## src/rtl/tdwfp_pkg.sv

```systemverilog
// Shared types and constants for the tail-delimited word frame parser.
// No dependencies.
package tdwfp_pkg;

	localparam int PACKET_BYTES = 256;
	localparam int WORD_BYTES   = 4;
	localparam int TAIL_LEN     = 4;
	localparam int IDX_W        = 6;
	localparam int QUEUE_DEPTH  = 2;

	localparam int                CFG_IDX_W = 1;
	localparam logic [CFG_IDX_W-1:0] REG_TAIL_PATTERN   = 1'b0;
	localparam logic [CFG_IDX_W-1:0] REG_MAX_WORD_COUNT = 1'b1;

	localparam logic [31:0]      TAIL_RESET = 32'h7F80_0000;
	localparam logic [IDX_W-1:0] MWC_RESET  = 6'd63;

	// frame handed from front to back: buffer bank and payload word count
	typedef struct packed {
		logic             bank;
		logic [IDX_W-1:0] words;
	} desc_t;

	// back tells front a bank has been read out
	typedef struct packed {
		logic valid;
		logic bank;
	} release_t;

endpackage

```

## src/rtl/tdwfp_ram.sv

```systemverilog
// Generic simple dual-port RAM, registered read.
// No dependencies.
module tdwfp_ram #(
	parameter int WIDTH = 32,
	parameter int DEPTH = 128
) (
	input  logic                     clk,
	input  logic                     we,
	input  logic [$clog2(DEPTH)-1:0] waddr,
	input  logic [WIDTH-1:0]         wdata,
	input  logic                     re,
	input  logic [$clog2(DEPTH)-1:0] raddr,
	output logic [WIDTH-1:0]         rdata
);

	logic [WIDTH-1:0] mem_q [DEPTH];

	always_ff @(posedge clk) begin
		if (we) begin
			mem_q[waddr] <= wdata;
		end
		if (re) begin
			rdata <= mem_q[raddr];
		end
	end

endmodule

```

## src/rtl/tdwfp_front.sv

```systemverilog
// Front end: accepts bytes, tracks tail window, writes words into the frame buffer
// and classifies each frame at its tail. Depends on tdwfp_pkg.
module tdwfp_front #(
	parameter int PACKET_BYTES = tdwfp_pkg::PACKET_BYTES
) (
	input  logic                             clk,
	input  logic                             arst_n,
	input  logic                             in_valid,
	output logic                             in_stall,
	input  logic [7:0]                       data_byte,
	input  logic [31:0]                      tail_pattern,
	input  logic [tdwfp_pkg::IDX_W-1:0]      max_word_count,
	input  tdwfp_pkg::release_t              rel,
	output logic                             push,
	output tdwfp_pkg::desc_t                 push_desc,
	output logic                             ram_we,
	output logic [$clog2(2*(PACKET_BYTES/tdwfp_pkg::WORD_BYTES))-1:0] ram_waddr,
	output logic [31:0]                      ram_wdata
);

	localparam int WORDS   = PACKET_BYTES / tdwfp_pkg::WORD_BYTES;
	localparam int WORD_AW = $clog2(WORDS);
	localparam int CW      = $clog2(PACKET_BYTES + 1);
	localparam int CMPW    = 8;

	logic [CW-1:0] count_q;
	logic [31:0]   window_q;
	logic          oversize_q;
	logic          bank_q;
	logic [1:0]    busy_q;

	logic          accept;
	logic          store;
	logic          ovf_nx;
	logic [CW-1:0] cnt_nx;
	logic [31:0]   win_nx;
	logic          match;
	logic          good;
	logic [CW-3:0] wcnt;
	logic [CW-3:0] pw;

	assign in_stall = busy_q[bank_q];
	assign accept   = in_valid && !in_stall;

	assign win_nx = {data_byte, window_q[31:8]};
	assign store  = !oversize_q && (count_q < CW'(PACKET_BYTES));
	assign ovf_nx = !store;
	assign cnt_nx = store ? count_q + CW'(1) : count_q;
	assign match  = (ovf_nx || cnt_nx >= CW'(tdwfp_pkg::TAIL_LEN)) && (win_nx == tail_pattern);
	assign wcnt   = cnt_nx[CW-1:2];
	assign pw     = wcnt - (CW-2)'(1);
	assign good   = match && !ovf_nx && (cnt_nx[1:0] == 2'd0) && (wcnt > (CW-2)'(1))
		&& (CMPW'(pw) <= CMPW'(max_word_count));

	assign ram_we    = accept && store && (cnt_nx[1:0] == 2'd0);
	assign ram_waddr = {bank_q, WORD_AW'(wcnt - (CW-2)'(1))};
	assign ram_wdata = win_nx;

	assign push            = accept && good;
	assign push_desc.bank  = bank_q;
	assign push_desc.words = tdwfp_pkg::IDX_W'(pw);

	always_ff @(posedge clk or negedge arst_n) begin
		if (!arst_n) begin
			count_q    <= '0;
			window_q   <= '0;
			oversize_q <= 1'b0;
			bank_q     <= 1'b0;
			busy_q     <= '0;
		end else begin
			if (accept) begin
				count_q    <= match ? '0 : cnt_nx;
				window_q   <= match ? '0 : win_nx;
				oversize_q <= match ? 1'b0 : ovf_nx;
				if (good) begin
					bank_q <= !bank_q;
				end
			end
			for (int b = 0; b < 2; b++) begin
				if (push && (bank_q == 1'(b))) begin
					busy_q[b] <= 1'b1;
				end else if (rel.valid && (rel.bank == 1'(b))) begin
					busy_q[b] <= 1'b0;
				end
			end
		end
	end

endmodule

```

## src/rtl/tdwfp_queue.sv

```systemverilog
// Two-entry descriptor queue between front and back.
// Depends on tdwfp_pkg.
module tdwfp_queue (
	input  logic             clk,
	input  logic             arst_n,
	input  logic             push,
	input  tdwfp_pkg::desc_t push_desc,
	input  logic             pop,
	output logic             head_valid,
	output tdwfp_pkg::desc_t head_desc
);

	localparam int PW = $clog2(tdwfp_pkg::QUEUE_DEPTH);

	tdwfp_pkg::desc_t entry_q [tdwfp_pkg::QUEUE_DEPTH];
	logic [PW-1:0]    wr_q;
	logic [PW-1:0]    rd_q;
	logic [PW:0]      cnt_q;

	assign head_valid = (cnt_q != '0);
	assign head_desc  = entry_q[rd_q];

	always_ff @(posedge clk) begin
		if (push) begin
			entry_q[wr_q] <= push_desc;
		end
	end

	always_ff @(posedge clk or negedge arst_n) begin
		if (!arst_n) begin
			wr_q  <= '0;
			rd_q  <= '0;
			cnt_q <= '0;
		end else begin
			if (push) begin
				wr_q <= wr_q + PW'(1);
			end
			if (pop) begin
				rd_q <= rd_q + PW'(1);
			end
			cnt_q <= cnt_q + (PW+1)'(push) - (PW+1)'(pop);
		end
	end

endmodule

```

## src/rtl/tdwfp_back.sv

```systemverilog
// Back end: reads the words of a queued frame from the buffer and delivers them
// through an output register with a skid stage. Depends on tdwfp_pkg.
module tdwfp_back #(
	parameter int PACKET_BYTES = tdwfp_pkg::PACKET_BYTES
) (
	input  logic                        clk,
	input  logic                        arst_n,
	input  logic                        head_valid,
	input  tdwfp_pkg::desc_t            head_desc,
	output logic                        pop,
	output tdwfp_pkg::release_t         rel,
	output logic                        ram_re,
	output logic [$clog2(2*(PACKET_BYTES/tdwfp_pkg::WORD_BYTES))-1:0] ram_raddr,
	input  logic [31:0]                 ram_rdata,
	output logic                        out_valid,
	input  logic                        out_stall,
	output logic [31:0]                 payload_word,
	output logic [tdwfp_pkg::IDX_W-1:0] word_index,
	output logic                        last_word
);

	localparam int WORD_AW = $clog2(PACKET_BYTES / tdwfp_pkg::WORD_BYTES);
	localparam int IW      = tdwfp_pkg::IDX_W;

	logic          active_q;
	logic          bank_q;
	logic [IW-1:0] words_q;
	logic [IW-1:0] k_q;

	logic          valid_s1;
	logic [IW-1:0] index_s1;
	logic          last_s1;

	logic          out_v_q;
	logic [31:0]   out_word_q;
	logic [IW-1:0] out_idx_q;
	logic          out_last_q;
	logic          skid_v_q;
	logic [31:0]   skid_word_q;
	logic [IW-1:0] skid_idx_q;
	logic          skid_last_q;

	logic          deliver;
	logic          issue;
	logic          is_last;
	logic [1:0]    occ;

	assign deliver = out_v_q && !out_stall;
	assign occ     = 2'(out_v_q) + 2'(skid_v_q) + 2'(valid_s1) - 2'(deliver);
	assign issue   = active_q && (occ < 2'd2);
	assign is_last = (k_q == words_q - IW'(1));
	assign pop     = !active_q && head_valid;

	assign rel.valid = issue && is_last;
	assign rel.bank  = bank_q;

	assign ram_re    = issue;
	assign ram_raddr = {bank_q, WORD_AW'(k_q)};

	assign out_valid    = out_v_q;
	assign payload_word = out_word_q;
	assign word_index   = out_idx_q;
	assign last_word    = out_last_q;

	always_ff @(posedge clk or negedge arst_n) begin
		if (!arst_n) begin
			active_q <= 1'b0;
			valid_s1 <= 1'b0;
			out_v_q  <= 1'b0;
			skid_v_q <= 1'b0;
		end else begin
			if (pop) begin
				active_q <= 1'b1;
			end else if (issue && is_last) begin
				active_q <= 1'b0;
			end
			valid_s1 <= issue;
			if (!out_v_q || deliver) begin
				out_v_q  <= skid_v_q || valid_s1;
				skid_v_q <= skid_v_q && valid_s1;
			end else if (valid_s1) begin
				skid_v_q <= 1'b1;
			end
		end
	end

	always_ff @(posedge clk) begin
		if (pop) begin
			bank_q  <= head_desc.bank;
			words_q <= head_desc.words;
			k_q     <= '0;
		end else if (issue) begin
			k_q <= k_q + IW'(1);
		end
		if (issue) begin
			index_s1 <= k_q;
			last_s1  <= is_last;
		end
		if (!out_v_q || deliver) begin
			if (skid_v_q) begin
				out_word_q <= skid_word_q;
				out_idx_q  <= skid_idx_q;
				out_last_q <= skid_last_q;
				skid_word_q <= ram_rdata;
				skid_idx_q  <= index_s1;
				skid_last_q <= last_s1;
			end else begin
				out_word_q <= ram_rdata;
				out_idx_q  <= index_s1;
				out_last_q <= last_s1;
			end
		end else if (valid_s1) begin
			skid_word_q <= ram_rdata;
			skid_idx_q  <= index_s1;
			skid_last_q <= last_s1;
		end
	end

endmodule

```

## src/rtl/tail_delimited_word_frame_parser.sv

```systemverilog
// Top level of the tail-delimited word frame parser: config registers, front end, descriptor
// queue, frame buffer and back end. Depends on tdwfp_pkg and the four tdwfp_* modules.
//
//  port group | dir | request contents
//  -----------+-----+------------------------------------------------
//  in         | in  | data_byte                   (valid / stall)
//  out        | out | payload_word, word_index, last_word (valid / stall)
//  cfg        | in  | cfg_index, cfg_data          (write enable only)
//
// One byte is taken per cycle; the front stalls only while both buffer banks
// hold frames waiting to be read out. The back delivers one word per cycle while
// the output is not stalled, pausing between frames; buffer reads are registered.
// Reset: async, active low; frame state, queue and output valid clear at once.
// Stall on the output fills a skid register, then throttles buffer reads.
module tail_delimited_word_frame_parser #(
	parameter int PACKET_BYTES = tdwfp_pkg::PACKET_BYTES
) (
	input  logic                                clk,
	input  logic                                arst_n,
	input  logic                                in_valid,
	output logic                                in_stall,
	input  logic [7:0]                          data_byte,
	output logic                                out_valid,
	input  logic                                out_stall,
	output logic [31:0]                         payload_word,
	output logic [tdwfp_pkg::IDX_W-1:0]         word_index,
	output logic                                last_word,
	input  logic                                cfg_we,
	input  logic [tdwfp_pkg::CFG_IDX_W-1:0]     cfg_index,
	input  logic [31:0]                         cfg_data
);

	localparam int RAM_DEPTH = 2 * (PACKET_BYTES / tdwfp_pkg::WORD_BYTES);
	localparam int RAM_AW    = $clog2(RAM_DEPTH);

	logic [31:0]                 tail_pattern_q;
	logic [tdwfp_pkg::IDX_W-1:0] max_word_count_q;

	tdwfp_pkg::release_t rel;
	tdwfp_pkg::desc_t    push_desc;
	tdwfp_pkg::desc_t    head_desc;
	logic                push;
	logic                pop;
	logic                head_valid;
	logic                ram_we;
	logic [RAM_AW-1:0]   ram_waddr;
	logic [31:0]         ram_wdata;
	logic                ram_re;
	logic [RAM_AW-1:0]   ram_raddr;
	logic [31:0]         ram_rdata;

	always_ff @(posedge clk or negedge arst_n) begin
		if (!arst_n) begin
			tail_pattern_q   <= tdwfp_pkg::TAIL_RESET;
			max_word_count_q <= tdwfp_pkg::MWC_RESET;
		end else if (cfg_we) begin
			unique case (cfg_index)
				tdwfp_pkg::REG_TAIL_PATTERN: begin
					tail_pattern_q <= cfg_data;
				end
				tdwfp_pkg::REG_MAX_WORD_COUNT: begin
					max_word_count_q <= cfg_data[tdwfp_pkg::IDX_W-1:0];
				end
				default: begin
				end
			endcase
		end
	end

	tdwfp_front #(.PACKET_BYTES(PACKET_BYTES)) u_front (
		.clk            (clk),
		.arst_n         (arst_n),
		.in_valid       (in_valid),
		.in_stall       (in_stall),
		.data_byte      (data_byte),
		.tail_pattern   (tail_pattern_q),
		.max_word_count (max_word_count_q),
		.rel            (rel),
		.push           (push),
		.push_desc      (push_desc),
		.ram_we         (ram_we),
		.ram_waddr      (ram_waddr),
		.ram_wdata      (ram_wdata)
	);

	tdwfp_queue u_queue (
		.clk        (clk),
		.arst_n     (arst_n),
		.push       (push),
		.push_desc  (push_desc),
		.pop        (pop),
		.head_valid (head_valid),
		.head_desc  (head_desc)
	);

	tdwfp_ram #(.WIDTH(32), .DEPTH(RAM_DEPTH)) u_ram (
		.clk   (clk),
		.we    (ram_we),
		.waddr (ram_waddr),
		.wdata (ram_wdata),
		.re    (ram_re),
		.raddr (ram_raddr),
		.rdata (ram_rdata)
	);

	tdwfp_back #(.PACKET_BYTES(PACKET_BYTES)) u_back (
		.clk          (clk),
		.arst_n       (arst_n),
		.head_valid   (head_valid),
		.head_desc    (head_desc),
		.pop          (pop),
		.rel          (rel),
		.ram_re       (ram_re),
		.ram_raddr    (ram_raddr),
		.ram_rdata    (ram_rdata),
		.out_valid    (out_valid),
		.out_stall    (out_stall),
		.payload_word (payload_word),
		.word_index   (word_index),
		.last_word    (last_word)
	);

endmodule

```

## config.mk

```make
export PLATFORM = sky130hd
export DESIGN_NAME = tail_delimited_word_frame_parser
export DESIGN_NICKNAME = d
export VERILOG_FILES = /design/src/rtl/tdwfp_pkg.sv /design/src/rtl/tdwfp_ram.sv /design/src/rtl/tdwfp_front.sv /design/src/rtl/tdwfp_queue.sv /design/src/rtl/tdwfp_back.sv /design/src/rtl/tail_delimited_word_frame_parser.sv
export SDC_FILE = /design/constraint.sdc
export NUM_CORES = 2
export LEC_CHECK = 0
export ABC_CLOCK_PERIOD_IN_PS = 10850
export BUFFER_PORTS_ARGS = -buffer_cell sky130_fd_sc_hd__buf_2
export CAP_MARGIN = 20
export CORE_ASPECT_RATIO = 1.75
export CORE_MARGIN = 5
export CORE_UTILIZATION = 40
export DETAILED_ROUTE_END_ITERATION = 10
export GPL_ROUTABILITY_DRIVEN = 1
export PLACE_DENSITY = 0.57
export SETUP_SLACK_MARGIN = 0.3
export SKIP_CTS_REPAIR_TIMING = 1
export SLEW_MARGIN = 20
export SYNTH_ARGS = -nofsm -noshare
export SYNTH_HDL_FRONTEND = slang
export SYNTH_MEMORY_MAX_BITS = 65536
export SYNTH_SLANG_ARGS = --single-unit
```

## constraint.sdc

```tcl
create_clock -name clk -period 10.85 [get_ports clk]
set_clock_uncertainty 0.2 [all_clocks]
set_input_delay 1.085 -clock clk [delete_from_list [all_inputs] [get_ports clk]]
set_output_delay 1.085 -clock clk [all_outputs]
set_load 0.05 [all_outputs]
```

* After elaboration in Yosys (flattened, before gate mapping)
Memory sizes are Yosys's and may differ from the RTL's. A register that Yosys moved wholly into a read port is not among the register bits. Index checks and enable logic that the tools add are counted.
Storage, ports and cells: bits in registers 182, output and inout bits 41, RAM bits 4110, memories 2, logic and storage cells 118, input bits 46
Cells by class: add/subtract/negate cells 11, bitwise logic cells 3, multiplexer cells 30, magnitude comparators 6, reductions and logical operators 39, eq/ne operators 3
Memories:
- u_ram.mem_q | words 128, bits a word 32, rd ports 1, clocked after Yosys merged registers in 1, write ports 1, RTL line tdwfp_ram.sv:16 | logic [WIDTH-1:0] mem_q [DEPTH];
- u_queue.entry_q | words 2, bits a word 7, rd ports 1, clocked after Yosys merged registers in 1, write ports 1, RTL line tdwfp_queue.sv:15 | tdwfp_pkg::desc_t entry_q [tdwfp_pkg::QUEUE_DEPTH];
Operator list (number):
- 2-to-1 mux 32 bit | 5
- == test 32 bit | 1
- 2-to-1 mux 6 bit | 4
- logical AND 1 bit | 19
- 2-to-1 mux 1 bit | 19
- 2-to-1 mux 9 bit | 2
- nonzero test 2 bit | 5
- adder 9 x 1 -> 9 bit, second input constant | 1
- greater-or-equal comparator 9 x 3 -> 1 bit, second input constant | 1
- less-than comparator 9 bit, second input constant | 1
- AND reduction 2 bit | 4
- greater-than comparator 7 x 1 -> 1 bit, second input constant | 1
- less-or-equal comparator 7 x 6 -> 1 bit | 1
- logical NOT 1 bit | 7
- subtractor 7 x 1 -> 7 bit, second input constant | 1
- adder 6 x 1 -> 6 bit, second input constant | 1
- == test 6 bit | 1
- subtractor 6 x 1 -> 6 bit, second input constant | 1
- adder 2 x 1 -> 2 bit | 2
- subtractor 2 x 1 -> 2 bit | 2
- logical OR 1 bit | 3
- inverter 1 bit | 3
- adder 1 bit, second input constant | 2
- adder 1 x 1 -> 2 bit | 1
- other kinds (4) | 4

* Logic depth before layout (Yosys ltp)
depth in word-level cells 13, gate-level depth with buffers 19, gate-level depth less buffers 18

* Cells and area by module
From an unflattened synthesis, not the netlist that was laid out.
Second synthesis, totals: cells, all modules 6635, area, all modules 165546.3 µm²
By module, submodules not included:
- tdwfp_ram | area an instance 156596.4 µm², sequential area each 123958.9 µm², cells an instance 5990, times used 1
- tdwfp_back | area an instance 3926.3 µm², sequential area each 2982.9 µm², cells an instance 218, times used 1
- tdwfp_front | area an instance 2696.3 µm², sequential area each 925.9 µm², cells an instance 309, times used 1
- tail_delimited_word_frame_parser | area an instance 1597.8 µm², sequential area each 968.4 µm², cells an instance 82, times used 1
- tdwfp_queue | area an instance 729.4 µm², sequential area each 520.5 µm², cells an instance 36, times used 1

* Worst setup path before layout
No wires, ideal clock.
path type in2reg, start in out_stall, end reg u_back.skid_idx_q[0], enable pin, cell stages on the path 2, data required time 10.161 ns, setup time 0.489 ns, path slack 5.282 ns, arrival 4.878 ns, buffers on the path 0, cells stage by stage nand2_1 -> o21ai_0
On the way: word-level cells in the longest chain between the ends 5, elaborated cells between the ends (all ways) 6, classes of those cells 1 x eq/ne; 5 x reduce/logical
RTL lines:
- from (decl) | RTL line tail_delimited_word_frame_parser.sv:24 | input logic out_stall,
- logical NOT 1 bit (*) | RTL line tdwfp_back.sv:48 | assign deliver = out_v_q && !out_stall;
- logical AND 1 bit (*) | RTL line tdwfp_back.sv:48
- logical OR 1 bit (*) | RTL line tdwfp_back.sv:99 | if (!out_v_q || deliver) begin
- != test 2 x 1 -> 1 bit (no line) or nonzero test 2 bit (tied branches)
- AND reduction 2 bit (no line) (*)
- to (signal assigned) | RTL line tdwfp_back.sv:105 | skid_idx_q <= index_s1;
- to (signal assigned) | RTL line tdwfp_back.sv:114 | skid_idx_q <= index_s1;
- to (decl) | RTL line tdwfp_back.sv:40 | logic [IW-1:0] skid_idx_q;
Every way passes the cells marked *; elsewhere a longest branch is shown, timed or not. A chain may end at the register's enable or synchronous reset.

==> metrics.txt <==
Synth Instances 7483; Max Cap Viol 0; Worst VDD drop 304.0 uV; Synth Net Count 7544; Power Total 46.55 mW; area grow syn2layout 13.23%; Reg2Reg Setup Slack 5350 ps; Max FO, Critical Path 9; Detailed Route Iter0 Violations 11100; Clk Latency, worst-skew pair 1000 ps; Num CTS Buffers 383; initial antenna violation count 45; setup TNS 0 ps; Final Slew Violations 0; mean post-synth cell area 22.20 um^2; Sw Share 32.05%; Int Pwr 31.64 mW; P per Cell Area 247.5 nW/um^2; R2R cell count 15; Max Buffers Root-to-Sink 4; clock power share 29.7%; P_sw 14.92 mW; Lkg Pwr 59.22 nW; smallest hold slack 152.7 ps; CP Class register to register; Via-to-Cell Ratio 6.076; Hold Startpoint cfg_data[17]; fill cell count 34760; H-tree levels 5; WP data required 11230 ps; CTS tree done; CP Capture Type register; global-route congestion overflow total 0; synth warn 0; sequential power share 42.7%; area share of the largest cell type after synthesis 76.53%; # rows 313; RD Place Congestion 0.8750; sum of routed wire length over all layers 528400 um; core box area 414300 um^2; Yosys reg bits 4323; vias in the first global route 84610; # IOs 87; dpl cells 13000; sequential-to-total area share from yosys stat 77.87%; min Tclk post-route 5500 ps; layout cells sized above 1 29.02%; DRC Markers 0; GRT Total Usage 24.11%; Port-buffer cells 86; Hold WC Path Type primary input to register; final std cells w/o fill 13750; Fmax 181.8 MHz; Detail Route Antenna Nets 0; Worst Hold Path EP tail_pattern_q[17]; Worst-Margin Slew 1295 ps; fin nets 7938; Vias 83560; final setup fails 0; predominant post-synthesis flop cell edfxtp_1; unrepaired setup endpoints after global routing no; outcome complete, no violations; fin crit share 50.69%; Worst setup SP type register; Rel. slew slack 13.55%; setup ws final 5350 ps; first-pass GRT wire length 719800 um; CP Data Arrival Time 5880 ps; top cells by area, synth edfxtp_1 77%, mux4_2 14%, mux2i_1 1.6%; Post-DP HPWL 310500 um; clk sinks 4323; Comb pwr share 27.7%; CTS Root Cell clkbuf_16; Worst Setup SP u_front.count_q[0]; largest net degree at the start of global routing 119; Post-synth EDFFs 4234; Post-synth ARST share 1.920%; largest area contributor in the netlist edfxtp_1; drt first pass iters 6; die area 428800 um^2; Die Ht 862.5 um; pre-CTS setup slack 5410 ps; Worst R2R Start u_front.count_q[0]; Initial Util 40.09%; Hold Path Depth 2; clock-pin slew on the worst setup and hold paths 70 ps; Die Width 497.2 um; Avg WL per Cell 38.42 um; synthesized area 166100 um^2; final-report hold violation count 0; Yosys cell types 69; worst r2r dst u_queue.entry_q[1][6]
-- cells in the final DEF, fill, tap and decap left out, types with 67 or more instances in the layout --
cell,n
mux2i_1,258
clkbuf_16,388
mux4_2,1027
nor3_2,105
edfxtp_1,4234
mux2_2,114
nand3_1,79
clkinv_1,76
a32oi_1,68
clkinv_2,70
buf_2,78
a21oi_1,78
buf_4,344
nor2_1,67
a22oi_1,121
nand2_1,331
-- synth_stat cells, drive strengths merged, types with 6 or more instances --
cell     number
a2111oi       8
a211o         9
a211oi       22
a21oi        78
a221oi       19
a22o          8
a22oi       121
a311oi        8
a31oi        31
a32o          6
a32oi        68
and2          7
and3         10
buf         256
clkbuf      176
dfrtp        69
dfstp        14
dfxtp         6
edfxtp     4234
ha           15
inv          26
mux2        114
mux2i       258
mux4       1027
nand2       332
nand2b        9
nand3        81
nand4        15
nor2         80
nor2b        12
nor3        152
nor4         14
o211ai        6
o21ai        50
o22ai        28
or3           6
xnor2        14
xor2         39
-- power by group through the flow --
stage / Clock, mW / Sequential [mW] / Combinational, mW
global placement: 0 / 20.2 / 12.9
global route: 14.7 / 19.9 / 13.4
floorplan: 0 / 20.1 / 7.60
finish: 13.8 / 19.9 / 12.9
detailed placement: 0 / 20.2 / 13.0
CTS: 14.0 / 19.9 / 13.0
-- sequential cells by signal, summed over array words and instances, names as in the netlist, 9 cells and up --
signal               count
u_front.window_q        24
tail_pattern_q          32
u_ram.mem_q           4096
u_back.skid_word_q      32
u_queue.entry_q         14
u_back.payload_word     32
u_front.count_q          9
u_ram.rdata             32
-- worst max-delay path: stages (launching register included) --
cell,delay [ps]
dfrtp_1,480
ha_1,270
nor3b_2,430
nand2_1,160
nand2_1,210
inv_1,140
ha_1,280
o21a_1,140
nor3_1,740
nor2_1,200
ha_1,360
nand2_1,120
a21oi_1,70
a2111oi_0,300
o2111ai_1,400
nor2_1,610
-- per-stage QoR --
step,util [%],instance area [um^2]
after detailed placement,42.36,175500
after floorplan,-,166100
after global routing,45.39,188100
after global placement,42.34,175400
after CTS,45.36,188000
final,45.40,188100
-- cell families after synthesis --
family                   share of synthesized area, %
flip-flops                                      77.87
multiplexers                                    16.25
AND/OR/NAND/NOR                                 2.040
AO/OA/AOI/OAI                                   2.177
buffers and inverters                           1.262
XOR/XNOR                                       0.2907
adder cells (fa/ha/maj)                        0.1130
-- worst max path at each step --
stage,slack (ps),end,cells after the start
2_1_floorplan,5280,u_back.skid_idx_q[0],2
3_3_place_gp,4110,u_ram.rdata[13],7
3_5_place_dp,5410,u_queue.entry_q[1][0],15
4_1_cts,5380,u_queue.entry_q[1][6],15
5_1_grt,4960,u_queue.entry_q[1][6],15
6_report,5350,u_queue.entry_q[1][6],15
-- metal layers --
layer  global-route usage (%)  share of wire [%]  wire, um  vias to the layer above
li1                         -                  -         -                    32400
met1                    28.91                 35    182600                    45830
met2                    41.42                 51    268500                     4339
met3                    3.785                7.6     40140                      967
met4                    13.93                7.0     36890                       22
met5                        0              0.028       150                        -
-- area by class of cell --
cell class / instances / area, um^2 / share of cell area [%]
Timing Repair Buffer: 441 / 3334 / 1.773
Clock buffer: 457 / 10010 / 5.321
Inverter: 28 / 112.6 / 0.05987
Multi-Input combinational cell: 2700 / 35700 / 18.98
Sequential cell: 4323 / 129500 / 68.83
Antenna cell: 51 / 127.6 / 0.06785
Tap cell: 5512 / 6897 / 3.667
Clock inverter: 241 / 2442 / 1.298
Power figures use the tool's default switching activity.
